[src/hw/rtl/assert_macros.svh]
// ----------------------------------------------------------------------------
// assert_macros.svh
// shared assertion macros for the mosaic filter rtl
// ----------------------------------------------------------------------------
`ifndef ASSERT_MACROS_SVH
`define ASSERT_MACROS_SVH

// checked on every clock edge outside reset
`define ASSERT_CLK(label, prop, msg) \
  label: assert property (@(posedge clk_i) disable iff (!rst_ni) (prop)) else $error(msg);

// checked on every clock edge, reset included
`define ASSERT_ALWAYS(label, prop, msg) \
  label: assert property (@(posedge clk_i) (prop)) else $error(msg);

`endif

[src/hw/rtl/lsmf_pkg.sv]
// ----------------------------------------------------------------------------
// lsmf_pkg
// types and constants shared by the subpixel mosaic filter modules
// ----------------------------------------------------------------------------
package lsmf_pkg;

  localparam int MAX_ROW_PIXELS = 4096;
  localparam int IDX_W          = $clog2(MAX_ROW_PIXELS);

  localparam int CHAN_W  = 16;
  localparam int PIXEL_W = 4 * CHAN_W;
  localparam int CELL_W  = 6;
  localparam int GAIN_W  = 12;
  localparam int CFG_W   = 12;
  localparam int CMP_W   = CELL_W + 10;

  localparam logic [CELL_W-1:0] CELL_SIZE_RESET = CELL_W'(10);
  localparam logic [GAIN_W-1:0] GAIN_RESET      = GAIN_W'(640);

  // configuration register indexes
  localparam logic CFG_CELL_SIZE = 1'b0;
  localparam logic CFG_GAIN      = 1'b1;

  // front to back queue
  localparam int QUEUE_DEPTH = 4;
  localparam int QPTR_W      = $clog2(QUEUE_DEPTH);
  localparam int QCNT_W      = $clog2(QUEUE_DEPTH + 1);

  // boost arithmetic: round(v * w * gain / 6400)
  localparam int GW_W         = GAIN_W + 5;
  localparam int PROD_W       = CHAN_W + GW_W;
  localparam int SCALE_SHIFT  = 8;
  localparam int X_W          = PROD_W - SCALE_SHIFT;
  localparam int QX_W         = 21;
  localparam int RECIP_W      = 28;
  localparam int RECIP_SHIFT  = 32;
  localparam int QP_W         = QX_W + RECIP_W;
  localparam logic [PROD_W-1:0]  ROUND_BIAS = PROD_W'(3200);
  localparam logic [X_W-1:0]     SAT_LIMIT  = X_W'(25 * 65536);
  localparam logic [RECIP_W-1:0] RECIP_25   = RECIP_W'(171798692);
  localparam logic [CHAN_W-1:0]  CHAN_MAX   = '1;

  typedef enum logic [1:0] {
    CH_RED,
    CH_GREEN,
    CH_BLUE
  } chan_sel_e;

  typedef enum logic [1:0] {
    W_FULL,
    W_GAP,
    W_CORNER
  } weight_e;

  typedef struct packed {
    logic [CHAN_W-1:0] red_in;
    logic [CHAN_W-1:0] green_in;
    logic [CHAN_W-1:0] blue_in;
    logic [CHAN_W-1:0] alpha_in;
    logic              frame_start;
    logic              row_end;
  } pix_in_t;

  typedef struct packed {
    logic [CHAN_W-1:0] red_out;
    logic [CHAN_W-1:0] green_out;
    logic [CHAN_W-1:0] blue_out;
    logic [CHAN_W-1:0] alpha_out;
    logic              row_end_out;
  } pix_out_t;

  // classification of one pixel in the front
  typedef struct packed {
    chan_sel_e sel;
    weight_e   wt;
    logic      capture;
    logic      row_end;
  } pix_cls_t;

  typedef struct packed {
    logic [CHAN_W-1:0] value;
    logic [CHAN_W-1:0] alpha;
    chan_sel_e         sel;
    weight_e           wt;
    logic              row_end;
  } q_entry_t;

endpackage

[src/hw/rtl/lsmf_queue.sv]
// ----------------------------------------------------------------------------
// lsmf_queue
// short fifo between the classifying front and the arithmetic back
// ----------------------------------------------------------------------------
`include "assert_macros.svh"

module lsmf_queue (
  input  logic                clk_i,
  input  logic                rst_ni,
  input  logic                push_i,
  input  lsmf_pkg::q_entry_t  data_i,
  output logic                full_o,
  input  logic                pop_i,
  output logic                empty_o,
  output lsmf_pkg::q_entry_t  data_o
);
  import lsmf_pkg::*;

  q_entry_t            mem_q [QUEUE_DEPTH];
  logic [QPTR_W-1:0]   wr_ptr_q, wr_ptr_d;
  logic [QPTR_W-1:0]   rd_ptr_q, rd_ptr_d;
  logic [QCNT_W-1:0]   count_q, count_d;

  assign full_o  = (count_q == QCNT_W'(QUEUE_DEPTH));
  assign empty_o = (count_q == '0);
  assign data_o  = mem_q[rd_ptr_q];

  always_comb begin
    wr_ptr_d = wr_ptr_q;
    rd_ptr_d = rd_ptr_q;
    count_d  = count_q;
    if (push_i) begin
      wr_ptr_d = (wr_ptr_q == QPTR_W'(QUEUE_DEPTH - 1)) ? '0 : wr_ptr_q + QPTR_W'(1);
    end
    if (pop_i) begin
      rd_ptr_d = (rd_ptr_q == QPTR_W'(QUEUE_DEPTH - 1)) ? '0 : rd_ptr_q + QPTR_W'(1);
    end
    if (push_i && !pop_i) begin
      count_d = count_q + QCNT_W'(1);
    end else if (pop_i && !push_i) begin
      count_d = count_q - QCNT_W'(1);
    end
  end

  always_ff @(posedge clk_i or negedge rst_ni) begin
    if (!rst_ni) begin
      wr_ptr_q <= '0;
      rd_ptr_q <= '0;
      count_q  <= '0;
    end else begin
      wr_ptr_q <= wr_ptr_d;
      rd_ptr_q <= rd_ptr_d;
      count_q  <= count_d;
    end
  end

  always_ff @(posedge clk_i) begin
    if (push_i) begin
      mem_q[wr_ptr_q] <= data_i;
    end
  end

  `ASSERT_CLK(a_no_pop_empty, pop_i |-> !empty_o, "pop from empty queue")
  `ASSERT_CLK(a_no_push_full, push_i |-> (!full_o || pop_i), "push into full queue")
  `ASSERT_ALWAYS(a_count_bound, !rst_ni || count_q <= QCNT_W'(QUEUE_DEPTH), "queue overflow")

endmodule

[config.mk]
export PLATFORM = sky130hd
export DESIGN_NAME = lsmf_queue
export DESIGN_NICKNAME = d
export VERILOG_FILES = /design/src/hw/rtl/lsmf_pkg.sv /design/src/hw/rtl/lsmf_queue.sv
export VERILOG_INCLUDE_DIRS = /design/src /design/src/hw/rtl
export SDC_FILE = /design/constraint.sdc
export NUM_CORES = 1
export LEC_CHECK = 0
export CAP_MARGIN = 10
export CORE_MARGIN = 2
export CORE_UTILIZATION = 25
export CTS_BUF_LIST = sky130_fd_sc_hd__clkbuf_8
export CTS_CLUSTER_SIZE = 16
export DETAILED_ROUTE_END_ITERATION = 10
export DONT_BUFFER_PORTS = 1
export SETUP_SLACK_MARGIN = 0.5
export SKIP_LAST_GASP = 1
export SYNTH_ARGS = -nofsm -noshare
export SYNTH_HDL_FRONTEND = slang
export SYNTH_SLANG_ARGS = --single-unit
[constraint.sdc]
create_clock -name clk_i -period 4.48 [get_ports clk_i]
set_input_delay 0.224 -clock clk_i [delete_from_list [all_inputs] [get_ports clk_i]]
set_output_delay 0.224 -clock clk_i [all_outputs]
set_load 0.05 [all_outputs]
==> impl_metrics.toml, run 1 <==
[layout]
fin_area_um2 = 6860
drive_gt1_share_pct = 25.6
fin_nets = 330
utilization_pct = 30.4
layout_common_cells = "edfxtp_1, dlygate4sd3_1, mux4_2"
final_common_cell = "edfxtp_1"
syn2layout_area_growth_pct = 19.3
antenna_cells = 0

[worst_setup_path]
r2r_slack_ns = 2.51
cpPeakStageDelay_ns = 0.97
crit_family = "flip-flops"
cp_max_fo = 40
start_kind = "register"
cp_data_arrival_time_ns = 2.22
critical_path_class = "reg -> out"
endpoint_kind = "output pin"
path_cells = "mux4_2"
crit_slowest_cell = "dfrtp_4"
r2r-start = "wr_ptr_q[1]"
rr_endpoint = "mem_q[1][5]"
worstRegToRegCells = 3
crit_required_ns = 4.26
path_buf_inv = 0

[clock_network]
clk_latency_ns = 0.44
cts-root-buf = "clkbuf_8"
numCtsBuffers = 17
cts_tree = "yes"
postCtsSetupRepairBufs = 0
h-tree-depth = 4
clk_pin_slew_ns = 0.09
cts_resized = 0
postCtsHoldBufs = 40
cts.path.max_buffers = 2
clkSinkCount = 155

[floorplan]
die_w_um = 156
die_height_um = 156
core_area_um2 = 22600
start_util_pct = 25.5
ios = 80
die-area_um2 = 24200
rows = 55

[logic_synthesis]
synth_xor_area_share_pct = 0.457
synth_area_leader_cell = "edfxtp_1"
syn_avg_cell_area_um2 = 25.0
synthesis.nets = 278
ys_seq_area_share_pct = 80.4
synthSimpleGateAreaFrac_pct = 0.980
synthMuxAreaShare_pct = 15.1
ys_ff_latch = 155
netlist_area_um2 = 5750
syn-instance-count = 230
synth_compound_area_share_pct = 0.174
synth.distinct_cells = 19
synth_top_area_share_pct = 77.4
synth_fa_ha_area_share_pct = 1.66
synth_top_family_by_area = "multiplexers"
synth_area_leaders = "edfxtp_1, mux4_2, dfrtp_1"
synth_warnings = 0

[timing]
hold_violations = 0
finalSetupViolCount = 0
clock.fmax_mhz = 410
post-route-period-util_pct = 54.5
setup_slack_ns = 2.04
clock_skew_ns = 0.0165
tightest_slew_ns = 1.12
slew_headroom_pct = 25.3
min_period_ns = 2.44
timing.setup.tns_ns = 0
grt_setup_unrepaired = "no"
drv_slew = 0

[routing]
dr.pass1.iters = 4
drtIter0Drc = 125
viasPerCell = 4.21
ant_nets = 0
drt-wirelength-per-cell_um = 18.2
via_count = 2435
drc = 0
routed_wl_um = 10500

[hold_path]
holdPathStages = 2
hold_class = "in -> reg"
worstHoldEndpoint = "count_q[0]"
hp-start = "push_i"

[placed_design]
postPlaceCellArea_um2 = 6070
io_buffers = 0
place_congestion = 0.715
dp_hpwl_um = 6010
dp_slack_ns = 2.43

[power]
leakage_nw = 2.17
finalPower_mw = 4.71
powerDensity_nw_per_um2 = 686
irDropWorstVdd_mv = 0.331

[grt]
antenna_found_initial = 0
track_usage_pct = 9.07
overflow = 0
grt_pass1_vias = 2705
grt_first_pass_wirelength_um = 15700
grt_start_max_net_pins = 41

[flow_run]
maxCapViolations = 0

[outcome]
status = "complete, no violations"
-- stage by stage --
step / std cells / hold WS [ns]
after floorplan: 230 / -0.0716
after global placement: 508 / -0.0714
after detailed placement: 508 / -0.0714
after CTS: 578 / 0.0272
after global routing: 578 / 0.0624
final: 578 / 0.0722
-- worst max-delay path by stage --
stage | start | endpoint | depth (start not counted) | slack, ns
detailed placement | wr_ptr_q[0] | mem_q[0][2] | 3 | 2.43
floorplan | wr_ptr_q[0] | mem_q[0][0] | 3 | 2.56
global placement | rd_ptr_q[0] | data_o[33] | 1 | 2.45
global route | rd_ptr_q[0] | data_o[23] | 1 | 1.84
CTS | rd_ptr_q[0] | data_o[33] | 1 | 1.93
finish | rd_ptr_q[0] | data_o[23] | 1 | 2.04
-- final cells by class --
type,count,area (um^2)
Inverter,4,15.0
Timing Repair Buffer,41,408
Multi-Input combinational cell,63,1060
Sequential cell,155,4620
Fill cell,2177,15700
Clock inverter,13,154
Clock buffer,17,234
Tap cell,285,357
-- metal layers --
metal / wire length, um / up-vias / global-route usage, %
li1: - / 1063 / -
met1: 4250 / 1303 / 10.3
met2: 5600 / 62 / 15.4
met3: 562 / 7 / 3.78
met4: 116 / 0 / 3.15
met5: 0 / - / 0
-- Yosys cell counts, drive strengths merged --
cell	instances
and2	4
buf	7
clkbuf	1
dfrtp	7
edfxtp	148
fa	1
ha	6
inv	4
mux2	3
mux4	37
nand2	2
nor2	3
nor3	1
nor3b	1
o21ai	2
xnor2	1
xor2	2
-- flip-flops by register name, indices dropped and copies added (netlist names) --
register  cells
mem_q       148
wr_ptr_q      2
rd_ptr_q      2
count_q       3
-- logic make-up (layout without fill, tap and decap cells) --
group,after synthesis,after routing
AO/OA/AOI/OAI,2,2
AND/OR/NAND/NOR,11,11
multiplexers,40,40
flip-flops,155,155
XOR/XNOR,3,3
buffers and inverters,12,75
adder cells (fa/ha/maj),7,7
-- report_power, final --
group / internal (mW) / total, mW / switching (mW)
Combinational: 0.444 / 1.54 / 1.10
Clock: 0.541 / 1.05 / 0.505
Sequential: 1.87 / 2.12 / 0.252
Total: 2.85 / 4.71 / 1.86
Power figures use the tool's default switching activity.
==> run 2, diff against run 1 <==
- clock period: 4.48 -> 2.6 ns (I/O delays scaled with it)
==> impl_metrics.toml, run 2 (synthesis gave the netlist of run 1 again) <==
[layout]
reg_top3 = "mem_q x148, count_q x3"
antenna_cells = 0
largest_reg_flops = 148
fin_area_um2 = 7050
drive_gt1_share_pct = 30.1
top_register = "mem_q"
final_common_cell = "edfxtp_1"
syn2layout_area_growth_pct = 22.7
layout_common_cells = "edfxtp_1, dlygate4sd3_1, mux4_2"
fin_nets = 344

[timing]
setup_slack_ns = 0.622
hold_ws_ns = 0.207
grt_setup_unrepaired = "no"
drv_slew = 0
clock.fmax_mhz = 506
min_period_ns = 1.98
hold_violations = 0
clock_skew_ns = 0.0126
finalSetupViolCount = 0
tightest_slew_ns = 0.832
slew_headroom_pct = 44.3
timing.setup.tns_ns = 0
post-route-period-util_pct = 76.1

[grt]
grt_util_met1_pct = 11.3
overflow = 0
grt_use_met2_pct = 16.5
track_usage_pct = 9.73
grt_first_pass_wirelength_um = 16800
grt_pass1_vias = 2794
grt_use_met3_pct = 4.00
grt_start_max_net_pins = 40
antenna_found_initial = 0
gr-max-usage-layer = "met2"

[placed_design]
postPlaceCellArea_um2 = 6150
dp_hpwl_um = 6900
io_buffers = 0
dp_slack_ns = 0.686
place_congestion = 0.640

[power]
powerDensity_nw_per_um2 = 1190
irDropWorstVdd_mv = 0.439
finalPower_mw = 8.42
leakage_nw = 2.27

[routing]
viasPerCell = 4.12
drc = 0
via_count = 2447
drt-wirelength-per-cell_um = 18.7
routed_wl_um = 11100
ant_nets = 0
dr.pass1.iters = 4
drtIter0Drc = 139

[flow_run]
maxCapViolations = 0

[worst_setup_path]
endpoint_kind = "output pin"
cpPeakStageDelay_ns = 0.67
r2r_slack_ns = 0.79
crit_required_ns = 2.47
crit_slowest_cell = "dfrtp_4"
crit_family = "flip-flops"
cp_max_fo = 21
path_buf_inv = 1
worstRegToRegCells = 4
path_cells = "buf_12 -> mux4_2"
r2r-start = "wr_ptr_q[0]"
rr_endpoint = "mem_q[0][5]"
cp_data_arrival_time_ns = 1.85
critical_path_class = "reg -> out"
start_kind = "register"

[clock_network]
cts_tree = "yes"
cts-root-buf = "clkbuf_8"
clk_pin_slew_ns = 0.09
numCtsBuffers = 17
h-tree-depth = 4
clkSinkCount = 155
clk_latency_ns = 0.44
cts.path.max_buffers = 2

[outcome]
status = "complete, no violations"

[floorplan]
ios = 80
start_util_pct = 25.5
die-area_um2 = 24200
rows = 55
core_area_um2 = 22600
die_w_um = 156
die_height_um = 156

[hold_path]
holdPathStages = 1
worstHoldEndpoint = "mem_q[3][15]"
hold_class = "in -> reg"
hp-start = "push_i"
## run 2: worst reg2reg max path, delay by kind of cell (launching register included)
kind	cells	cell delay [ns]
AND/OR/NAND/NOR	1	0.49
buffers and inverters	2	0.44
flip-flops	1	0.42
adder cells (fa/ha/maj)	1	0.15
## run 2: metrics by stage
stage,cells,utilization [%]
4_1_cts,593,31.1
6_report,594,31.2
2_1_floorplan,230,-
5_1_grt,594,31.2
3_5_place_dp,517,27.2
3_3_place_gp,517,27.2
## run 2: routing by layer
metal / vias to the layer above / wire length, um / part of all wire [%]
met5: - / 0 / 0
li1: 1096 / - / -
met1: 1290 / 4780 / 43
met3: 4 / 499 / 4.5
met2: 57 / 5760 / 52
met4: 0 / 71 / 0.64
## run 2: layout make-up
cell class / count / area [um^2]
clock buffers: 17 / 234
inverters: 4 / 15.0
well taps: 285 / 357
multi-input cells: 63 / 1060
clock inverters: 15 / 178
flip-flops and latches: 155 / 4630
repair buffers: 55 / 573
fillers: 2175 / 15500
## run 2: how the worst max path moves through the flow
stage,start,end,cells past startpoint
finish,rd_ptr_q[1],data_o[34],2
detailed placement,rd_ptr_q[0],data_o[25],2
floorplan,wr_ptr_q[0],mem_q[0][0],3
global route,rd_ptr_q[1],data_o[34],2
global placement,rd_ptr_q[0],data_o[20],2
CTS,rd_ptr_q[1],data_o[29],1
## run 2: power by group
part / internal (mW) / switching [mW]
Clock: 0.893 / 0.969
Combinational: 0.934 / 2.18
Sequential: 3.21 / 0.227
## run 2: what timing repair did
action | in CTS | in global routing
buffers inserted | 3 | 1
hold buffers | 41 | 0
gates resized for setup | 1 | 0
hold endpoints to repair | 160 | 0
endpoints found under the setup margin | 37 | 37
