File: config.mk
export PLATFORM = sky130hd
export DESIGN_NAME = lsmf_back
export DESIGN_NICKNAME = d
export VERILOG_FILES = /design/src/hw/rtl/lsmf_pkg.sv /design/src/hw/rtl/lsmf_back.sv
export VERILOG_INCLUDE_DIRS = /design/src /design/src/hw/rtl
export SDC_FILE = /design/constraint.sdc
export NUM_CORES = 1
export LEC_CHECK = 0
export BUFFER_PORTS_ARGS = -buffer_cell sky130_fd_sc_hd__buf_2
export CAP_MARGIN = 20
export CORE_ASPECT_RATIO = 0.5
export CORE_UTILIZATION = 55
export CTS_BUF_LIST = sky130_fd_sc_hd__clkbuf_2
export DETAILED_ROUTE_END_ITERATION = 10
export GPL_ROUTABILITY_DRIVEN = 0
export PLACE_DENSITY = 0.78
export SYNTH_ARGS = -nofsm -noshare
export SYNTH_HDL_FRONTEND = slang
export SYNTH_SLANG_ARGS = --single-unit
File: constraint.sdc
create_clock -name clk_i -period 5.9 [get_ports clk_i]
set_input_delay 0.295 -clock clk_i [delete_from_list [all_inputs] [get_ports clk_i]]
set_output_delay 0.295 -clock clk_i [all_outputs]
set_load 0.05 [all_outputs]
File: src/hw/rtl/assert_macros.svh
// ----------------------------------------------------------------------------
// assert_macros.svh
// shared assertion macros for the mosaic filter rtl
// ----------------------------------------------------------------------------
`ifndef ASSERT_MACROS_SVH
`define ASSERT_MACROS_SVH

// checked on every clock edge outside reset
`define ASSERT_CLK(label, prop, msg) \
  label: assert property (@(posedge clk_i) disable iff (!rst_ni) (prop)) else $error(msg);

// checked on every clock edge, reset included
`define ASSERT_ALWAYS(label, prop, msg) \
  label: assert property (@(posedge clk_i) (prop)) else $error(msg);

`endif

File: src/hw/rtl/lsmf_pkg.sv
// ----------------------------------------------------------------------------
// lsmf_pkg
// types and constants shared by the subpixel mosaic filter modules
// ----------------------------------------------------------------------------
package lsmf_pkg;

  localparam int MAX_ROW_PIXELS = 4096;
  localparam int IDX_W          = $clog2(MAX_ROW_PIXELS);

  localparam int CHAN_W  = 16;
  localparam int PIXEL_W = 4 * CHAN_W;
  localparam int CELL_W  = 6;
  localparam int GAIN_W  = 12;
  localparam int CFG_W   = 12;
  localparam int CMP_W   = CELL_W + 10;

  localparam logic [CELL_W-1:0] CELL_SIZE_RESET = CELL_W'(10);
  localparam logic [GAIN_W-1:0] GAIN_RESET      = GAIN_W'(640);

  // configuration register indexes
  localparam logic CFG_CELL_SIZE = 1'b0;
  localparam logic CFG_GAIN      = 1'b1;

  // front to back queue
  localparam int QUEUE_DEPTH = 4;
  localparam int QPTR_W      = $clog2(QUEUE_DEPTH);
  localparam int QCNT_W      = $clog2(QUEUE_DEPTH + 1);

  // boost arithmetic: round(v * w * gain / 6400)
  localparam int GW_W         = GAIN_W + 5;
  localparam int PROD_W       = CHAN_W + GW_W;
  localparam int SCALE_SHIFT  = 8;
  localparam int X_W          = PROD_W - SCALE_SHIFT;
  localparam int QX_W         = 21;
  localparam int RECIP_W      = 28;
  localparam int RECIP_SHIFT  = 32;
  localparam int QP_W         = QX_W + RECIP_W;
  localparam logic [PROD_W-1:0]  ROUND_BIAS = PROD_W'(3200);
  localparam logic [X_W-1:0]     SAT_LIMIT  = X_W'(25 * 65536);
  localparam logic [RECIP_W-1:0] RECIP_25   = RECIP_W'(171798692);
  localparam logic [CHAN_W-1:0]  CHAN_MAX   = '1;

  typedef enum logic [1:0] {
    CH_RED,
    CH_GREEN,
    CH_BLUE
  } chan_sel_e;

  typedef enum logic [1:0] {
    W_FULL,
    W_GAP,
    W_CORNER
  } weight_e;

  typedef struct packed {
    logic [CHAN_W-1:0] red_in;
    logic [CHAN_W-1:0] green_in;
    logic [CHAN_W-1:0] blue_in;
    logic [CHAN_W-1:0] alpha_in;
    logic              frame_start;
    logic              row_end;
  } pix_in_t;

  typedef struct packed {
    logic [CHAN_W-1:0] red_out;
    logic [CHAN_W-1:0] green_out;
    logic [CHAN_W-1:0] blue_out;
    logic [CHAN_W-1:0] alpha_out;
    logic              row_end_out;
  } pix_out_t;

  // classification of one pixel in the front
  typedef struct packed {
    chan_sel_e sel;
    weight_e   wt;
    logic      capture;
    logic      row_end;
  } pix_cls_t;

  typedef struct packed {
    logic [CHAN_W-1:0] value;
    logic [CHAN_W-1:0] alpha;
    chan_sel_e         sel;
    weight_e           wt;
    logic              row_end;
  } q_entry_t;

endpackage

File: src/hw/rtl/lsmf_back.sv
// ----------------------------------------------------------------------------
// lsmf_back
// weight and gain multiply, divide by 6400 with rounding, saturation
// ----------------------------------------------------------------------------
`include "assert_macros.svh"

module lsmf_back (
  input  logic                         clk_i,
  input  logic                         rst_ni,
  input  logic [lsmf_pkg::GAIN_W-1:0]  gain_i,
  output logic                         pop_o,
  input  logic                         empty_i,
  input  lsmf_pkg::q_entry_t           data_i,
  output logic                         out_valid_o,
  input  logic                         out_ready_i,
  output lsmf_pkg::pix_out_t           out_data_o
);
  import lsmf_pkg::*;

  logic              adv;
  logic [GW_W-1:0]   gw;
  logic              b_valid_q;
  logic [PROD_W-1:0] b_prod_q;
  chan_sel_e         b_sel_q;
  logic [CHAN_W-1:0] b_alpha_q;
  logic              b_row_end_q;
  logic              out_valid_q;
  pix_out_t          out_data_q, res;
  logic [X_W-1:0]    x;
  logic [QP_W-1:0]   quot;
  logic [CHAN_W-1:0] level;
  logic [2:0]        lit;

  // whole back pipe moves when the output register frees up
  assign adv   = !out_valid_q || out_ready_i;
  assign pop_o = adv && !empty_i;

  always_comb begin
    unique case (data_i.wt)
      W_FULL:   gw = GW_W'(gain_i) * GW_W'(25);
      W_GAP:    gw = GW_W'(gain_i) * GW_W'(5);
      W_CORNER: gw = GW_W'(gain_i);
      default:  gw = '0;
    endcase
  end

  always_ff @(posedge clk_i or negedge rst_ni) begin
    if (!rst_ni) begin
      b_valid_q   <= 1'b0;
      out_valid_q <= 1'b0;
    end else if (adv) begin
      b_valid_q   <= !empty_i;
      out_valid_q <= b_valid_q;
    end
  end

  always_ff @(posedge clk_i) begin
    if (pop_o) begin
      b_prod_q    <= PROD_W'(data_i.value) * PROD_W'(gw) + ROUND_BIAS;
      b_sel_q     <= data_i.sel;
      b_alpha_q   <= data_i.alpha;
      b_row_end_q <= data_i.row_end;
    end
    if (adv && b_valid_q) begin
      out_data_q <= res;
    end
  end

  // divide by 256 with a shift, then by 25 through a reciprocal
  assign x    = b_prod_q[PROD_W-1:SCALE_SHIFT];
  assign quot = QP_W'(x[QX_W-1:0]) * QP_W'(RECIP_25);
  assign level = (x >= SAT_LIMIT) ? CHAN_MAX : quot[RECIP_SHIFT +: CHAN_W];

  always_comb begin
    res.red_out     = '0;
    res.green_out   = '0;
    res.blue_out    = '0;
    res.alpha_out   = b_alpha_q;
    res.row_end_out = b_row_end_q;
    unique case (b_sel_q)
      CH_RED:   res.red_out   = level;
      CH_GREEN: res.green_out = level;
      CH_BLUE:  res.blue_out  = level;
      default:  res.red_out   = '0;
    endcase
  end

  assign out_valid_o = out_valid_q;
  assign out_data_o  = out_data_q;

  assign lit = {out_data_q.red_out != '0, out_data_q.green_out != '0,
                out_data_q.blue_out != '0};

  `ASSERT_CLK(a_one_channel_lit, out_valid_q |-> ($countones(lit) <= 1), "more than one subpixel lit")

endmodule

==> results of run 1 <==
[what timing repair did]
item	4_1_cts	5_1_grt
buffers inserted	25	21
hold buffers	23	0
setup endpoints to repair	73	73
pin swaps	108	73
cloned	0	0
gates resized for setup	106	79
hold endpoints to repair	35	0
[cells in the final DEF, fill, tap and decap left out, types with 7 or more instances in the layout]
cell type,n
inv_1,532
fa_1,372
buf_4,364
ha_1,359
nand2_1,166
and2_1,141
buf_2,117
edfxtp_1,109
nor2_1,57
a21oi_1,46
ha_4,29
xnor2_1,27
a21o_1,25
o21a_1,24
o21ai_0,24
dlygate4sd3_1,23
buf_6,23
a21oi_2,22
xor2_1,20
fa_2,15
nand4_1,14
o21ai_1,13
nor2b_1,11
nand2b_1,11
nand3_1,11
inv_2,11
nor2_2,10
clkbuf_2,10
xnor2_2,9
o21bai_1,8
nor3_1,7
[synthesized netlist by cell type (all sizes together), types with 8 or more instances]
cell type,instances,area [sq um]
a211oi,8,70.1
a21o,25,188
a21oi,71,359
a31oi,8,65.1
and2,144,901
buf,9,40.0
clkbuf,47,176
edfxtp,109,3270
fa,387,7750
ha,394,4930
inv,543,2040
nand2,174,653
nand2b,11,68.8
nand3,19,95.1
nand4,14,87.6
nor2,70,263
nor2b,13,81.3
nor3,11,66.3
o21a,24,180
o21ai,48,244
o21bai,11,82.6
xnor2,37,324
xor2,24,210
[layout make-up]
| type | count | area (sq um) | share of cell area |
|---|---|---|---|
| antenna | 2 | 5.00 | 0.000177 |
| tap | 540 | 676 | 0.0238 |
| clock inverter | 6 | 55.1 | 0.00194 |
| clock buffer | 10 | 50.0 | 0.00177 |
| multi-input combinational | 1562 | 18300 | 0.646 |
| inverter | 543 | 2040 | 0.0719 |
| timing repair buffer | 532 | 3900 | 0.138 |
| sequential | 111 | 3320 | 0.117 |
[path summary, 6_finish.rpt]
kind	startpoint	cells past startpoint	endpoint	slack, ns
worst max-delay path	gain_i[3]	35	b_prod_q[25]$_DFFE_PP_	-1.78
worst min-delay path	data_i[7]	2	b_alpha_q[2]$_DFFE_PP_	0.31
worst max register to register	b_prod_q[11]$_DFFE_PP_	20	out_data_o[30]$_SDFFCE_PP0P_	-0.65
worst min register to register	b_alpha_q[6]$_DFFE_PP_	0	out_data_o[7]$_DFFE_PP_	0.43
max in group asynchronous	rst_ni	3	b_valid_q$_DFFE_PN0N_	5.35
min in group asynchronous	rst_ni	3	out_valid_o$_DFFE_PN0N_	0.43
[stage by stage]
stage | setup TNS, ns | std cells | area, sq um | hold slack (ns) | util
6_report | -50.29 | 3306 | 28300 | 0.306 | 0.697
5_1_grt | -65.36 | 3304 | 28300 | 0.277 | 0.697
4_1_cts | -44.22 | 3288 | 27800 | 0.310 | 0.684
3_5_place_dp | -72.60 | 3226 | 26800 | 0.0829 | 0.659
3_3_place_gp | -64.68 | 3225 | 26800 | 0.0791 | 0.659
2_1_floorplan | -42.18 | 2272 | 23100 | -0.000591 | -
[kinds of logic (layout without fill, tap and decap cells)]
| kind of cell | Yosys count | after routing | share of synthesized area |
|---|---|---|---|
| xor gates and xnor gates | 61 | 61 | 0.0234 |
| adders and majority gates | 781 | 781 | 0.555 |
| and+or+nand+nor | 480 | 480 | 0.104 |
| other | 0 | 2 | 0 |
| muxes | 7 | 7 | 0.00307 |
| buffers and inverters | 599 | 1091 | 0.0988 |
| AOI/OAI and AO/OA | 233 | 233 | 0.0696 |
| DFF | 111 | 111 | 0.146 |
[registers in the layout, indices dropped and copies added, names as in the netlist]
signal and flops:
b_sel_q 2, b_alpha_q 16, b_valid_q 1, out_valid_o 1, b_row_end_q 1, b_prod_q 25
out_data_o 65
[routing by layer]
| layer | routed length (um) | global-route usage | share of wire |
|---|---|---|---|
| met1 | 24000 | 0.350 | 0.40 |
| met2 | 29600 | 0.499 | 0.49 |
| met3 | 4170 | 0.0458 | 0.069 |
| met4 | 2810 | 0.119 | 0.046 |
| met5 | 0 | 0 | 0 |
[worst max-delay path: cells and delay by family]
kind / cells / cell delay (ns)
buffers and inverters: 6 / 0.52
AOI/OAI and AO/OA: 11 / 2.15
and+or+nand+nor: 5 / 0.48
adders and majority gates: 11 / 4.35
xor gates and xnor gates: 2 / 0.30
==> impl_metrics.ini, run 1 <==
[status]
status = finished, violations left
violations = setup timing

[synth]
async_reset_ff_frac = 0.0180
synthFlopType = edfxtp_1
ys_seq_area_frac = 0.146
post_synth.cell_area_avg_sq_um = 10.0
ys_seq_elements = 111
synth_edf_count = 109
syn-cell-area_sq_um = 22800
syn_inst = 2272
syn-num-nets = 3106
yosysUniqueCellTypes = 64
yosysWarnings = 0

[finish]
nFillCells = 2673
drive_gt1_frac = 0.259
area_delta_synth_final_pct = 24.2
nets = 3593

[critical_path]
critPathMaxStageDelay_ns = 0.56
crit_path_top_delay_cell = fa_2
end_kind = flop
critical_path.max_fanout = 5
worstSetupPathType = input port to flop
worst_path_most_repeated_cell = fa_1
cp.required_ns = 6.33
critical_path_arrival_ns = 8.11
critPathLaunchType = input port

[timing]
worstMarginPinSlew_ns = 0.968
final.period_utilization = 1.30
slew_headroom = 0.355
max_freq_mhz = 130
rsz0062_at_grt = yes
period_minus_slack_ns = 7.68
slew_violations = 0
setup_viol = 71
finClkSkew_ns = 0.0692
hold_viol = 0
post-route-worst-setup-slack_ns = -1.78

[drt]
wl_mm = 60.6
vias_per_cell = 5.41
via_count = 17900
postRouteAntennaNets = 0
drtIter0Drc = 1324
firstDrtPassIters = 5
drcViolationCount = 0
wire_per_inst_um = 18.3

[placed_design]
dp_slack_ns = -2.79
hpwl_mm = 47.1
io_buffer_count = 119

[die]
dieArea_sq_um = 42400
core_sq_um = 40700
start_util = 0.561
row_count = 52
die_h_um = 146
io_pins = 120
die_w_um = 290

[global_route]
track_usage = 0.284
grt_max_degree = 66
grt_pass1_vias = 19200
grt_antenna_before_repair = 1
grt_pass1_wl_mm = 95.7
grt_overflow_total = 0

[job]
drv_cap = 0

[cts]
cts_max_path_buffers = 2
clock_latency_ns = 0.69
cts_sinks = 111
cts.htree.levels = 3
cts.clk_slew.worst_paths_ns = 0.33
cts-buffers-inserted = 9
clockRootBuffer = clkbuf_2
cts_tree = yes

[min_path]
hold_path_class = input port to flop
Power of run 1 is left out: the tool's default activity adds up to more than one toggle a clock period on the data nets, which glitch-free logic cannot reach.
==> run 2: changes to the inputs <==
Settings changed: PLACE_DENSITY 0.78 to 0.75.
Clock period 5.9 ns to 8.55 ns, I/O delays scaled along.
==> run 2 against run 1 <==
Net effect: the run now ends clean; clock skew fell by 0.020 ns; cell count fell by 9.9%; sequential share of layout area rose by 1.7 points; global-route usage fell by 3.7 points; critical path depth fell by 1; non-clock buffer count fell by 327; register-to-register slack improved by 2.1 ns; setup slack improved by 2.3 ns; die area did not move; highest routed layer unchanged; critical path type unchanged; cell area fell by 13%.
==> impl_metrics.ini, run 2 (synthesized netlist as in run 1, its figures left out) <==
[timing]
rsz0062_at_grt = no
fin_setup_tns_ns = 0
setup_viol = 0
final.period_utilization = 0.945
slew_violations = 0
hold_viol = 0
finClkSkew_ns = 0.0490
max_freq_mhz = 124
slew_headroom = 0.390
period_minus_slack_ns = 8.08
worstMarginPinSlew_ns = 0.909

[critical_path]
critPathLaunchType = input port
r2r-start = b_prod_q[12]$_DFFE_PP_
end_kind = flop
critPathMaxStageDelay_ns = 0.52
rr_endpoint = out_data_o[26]$_SDFFCE_PP0P_
rr_worst_depth = 21
r2r_slack_ns = 1.41
critical_path_arrival_ns = 8.48
critical_path.max_fanout = 5
crit_path_top_delay_cell = fa_1
cp.required_ns = 8.95
worstSetupPathType = input port to flop
worst_path_most_repeated_cell = fa_1

[die]
dieArea_sq_um = 42400
start_util = 0.561
io_pins = 120
row_count = 52
die_w_um = 290
core_sq_um = 40700
die_h_um = 146

[placed_design]
io_buffer_count = 119
hpwl_mm = 42.5

[job]
drv_cap = 0

[min_path]
holdCritStartpoint = out_ready_i
min_path_cells = 3
hold_path_end = out_valid_o$_DFFE_PN0N_
hold_path_class = input port to flop

[drt]
via_count = 15800
vias_per_cell = 5.30
drtIter0Drc = 889
firstDrtPassIters = 7
drcViolationCount = 0
wire_per_inst_um = 16.9
wl_mm = 50.2
postRouteAntennaNets = 0

[status]
status = finished, final reports clean

[global_route]
grt_overflow_total = 0
grt_pass1_vias = 17000
grt_max_degree = 66
track_usage = 0.247
grt_antenna_before_repair = 1
grt_pass1_wl_mm = 84.1

[finish]
nets = 3266
nFillCells = 3295
largest_reg_flops = 65
area_delta_synth_final_pct = 8.50
most-common-layout-cells = inv_1, ha_1, fa_1, nand2_1, and2_1
fin_util = 0.609
drive_gt1_frac = 0.0944
final_common_cell = inv_1

[cts]
cts_sinks = 111
post_cts_buffers = 0
cts.clk_slew.worst_paths_ns = 0.28
clock_latency_ns = 0.64
clockRootBuffer = clkbuf_2
cts_max_path_buffers = 2
cts-buffers-inserted = 9
cts.htree.levels = 3
cts_tree = yes
==> run 2: cell count changes in the layout (fill, tap and decap cells not counted), moves of 10 or more <==
cell     before  now
inv_1       532  543
ha_1        359  394
nor2_1       57   69
buf_4       364   64
xnor2_1      27   37
o21ai_0      24   34
ha_4         29    0
fa_2         15    0
a21oi_2      22    1
fa_1        372  387
a21oi_1      46   70
buf_6        23    0
nor2_2       10    0
inv_2        11    0
==> run 2: layout make-up <==
class	instances	area, sq um	share of cell area
Clock inverter	7	90.1	0.00364
Inverter	543	2040	0.0823
Tap cell	540	676	0.0273
Clock buffer	9	45.0	0.00182
Sequential cell	111	3320	0.134
Multi-Input combinational cell	1562	17300	0.697
Antenna cell	2	5.00	0.000202
Timing Repair Buffer	205	1320	0.0531
==> run 2: stage by stage <==
| step | worst slack [ns] | hold WS, ns | std cells | cell area, sq um |
|---|---|---|---|---|
| 2_1_floorplan | 0.00755 | 0.132 | 2272 | 22800 |
| 3_3_place_gp | -0.171 | 0.212 | 2941 | 24400 |
| 3_5_place_dp | -0.261 | 0.214 | 2941 | 24400 |
| 4_1_cts | 0.426 | 0.0175 | 2977 | 24800 |
| 5_1_grt | 0.00503 | 0.0167 | 2978 | 24800 |
| 6_report | 0.472 | 0.0766 | 2979 | 24800 |
==> run 2: worst max-delay path: cells and delay by family <==
kind | cells | cell delay [ns]
XOR/XNOR | 2 | 0.29
adder cells (fa/ha/maj) | 11 | 4.62
buffers and inverters | 5 | 0.44
AND/OR/NAND/NOR | 5 | 0.50
AO/OA/AOI/OAI | 11 | 2.20
==> run 2: timing repair <==
item / CTS / global route
gates resized for setup: 0 / 3
setup endpoints to repair: 0 / 6
hold buffers: 20 / 0
hold endpoints to repair: 21 / 0
==> run 2: routing by layer <==
layer	vias up	global-route usage	share of wire
met3	51	0.0347	0.064
met5	-	0	0
li1	7459	-	-
met1	7781	0.341	0.45
met4	0	0.0444	0.014
met2	500	0.420	0.48
==> run 2: worst max-delay path by stage <==
stage | start | to | slack [ns] | cells after the start
after floorplan | gain_i[2] | b_prod_q[25]$_DFFE_PP_ | 0.008 | 33
after global placement | gain_i[2] | b_prod_q[25]$_DFFE_PP_ | -0.17 | 34
after detailed placement | gain_i[2] | b_prod_q[25]$_DFFE_PP_ | -0.26 | 34
after CTS | gain_i[1] | b_prod_q[25]$_DFFE_PP_ | 0.43 | 34
after global routing | gain_i[2] | b_prod_q[25]$_DFFE_PP_ | 0.005 | 34
final | gain_i[2] | b_prod_q[25]$_DFFE_PP_ | 0.47 | 34
Power of run 2 is left out for the same reason.
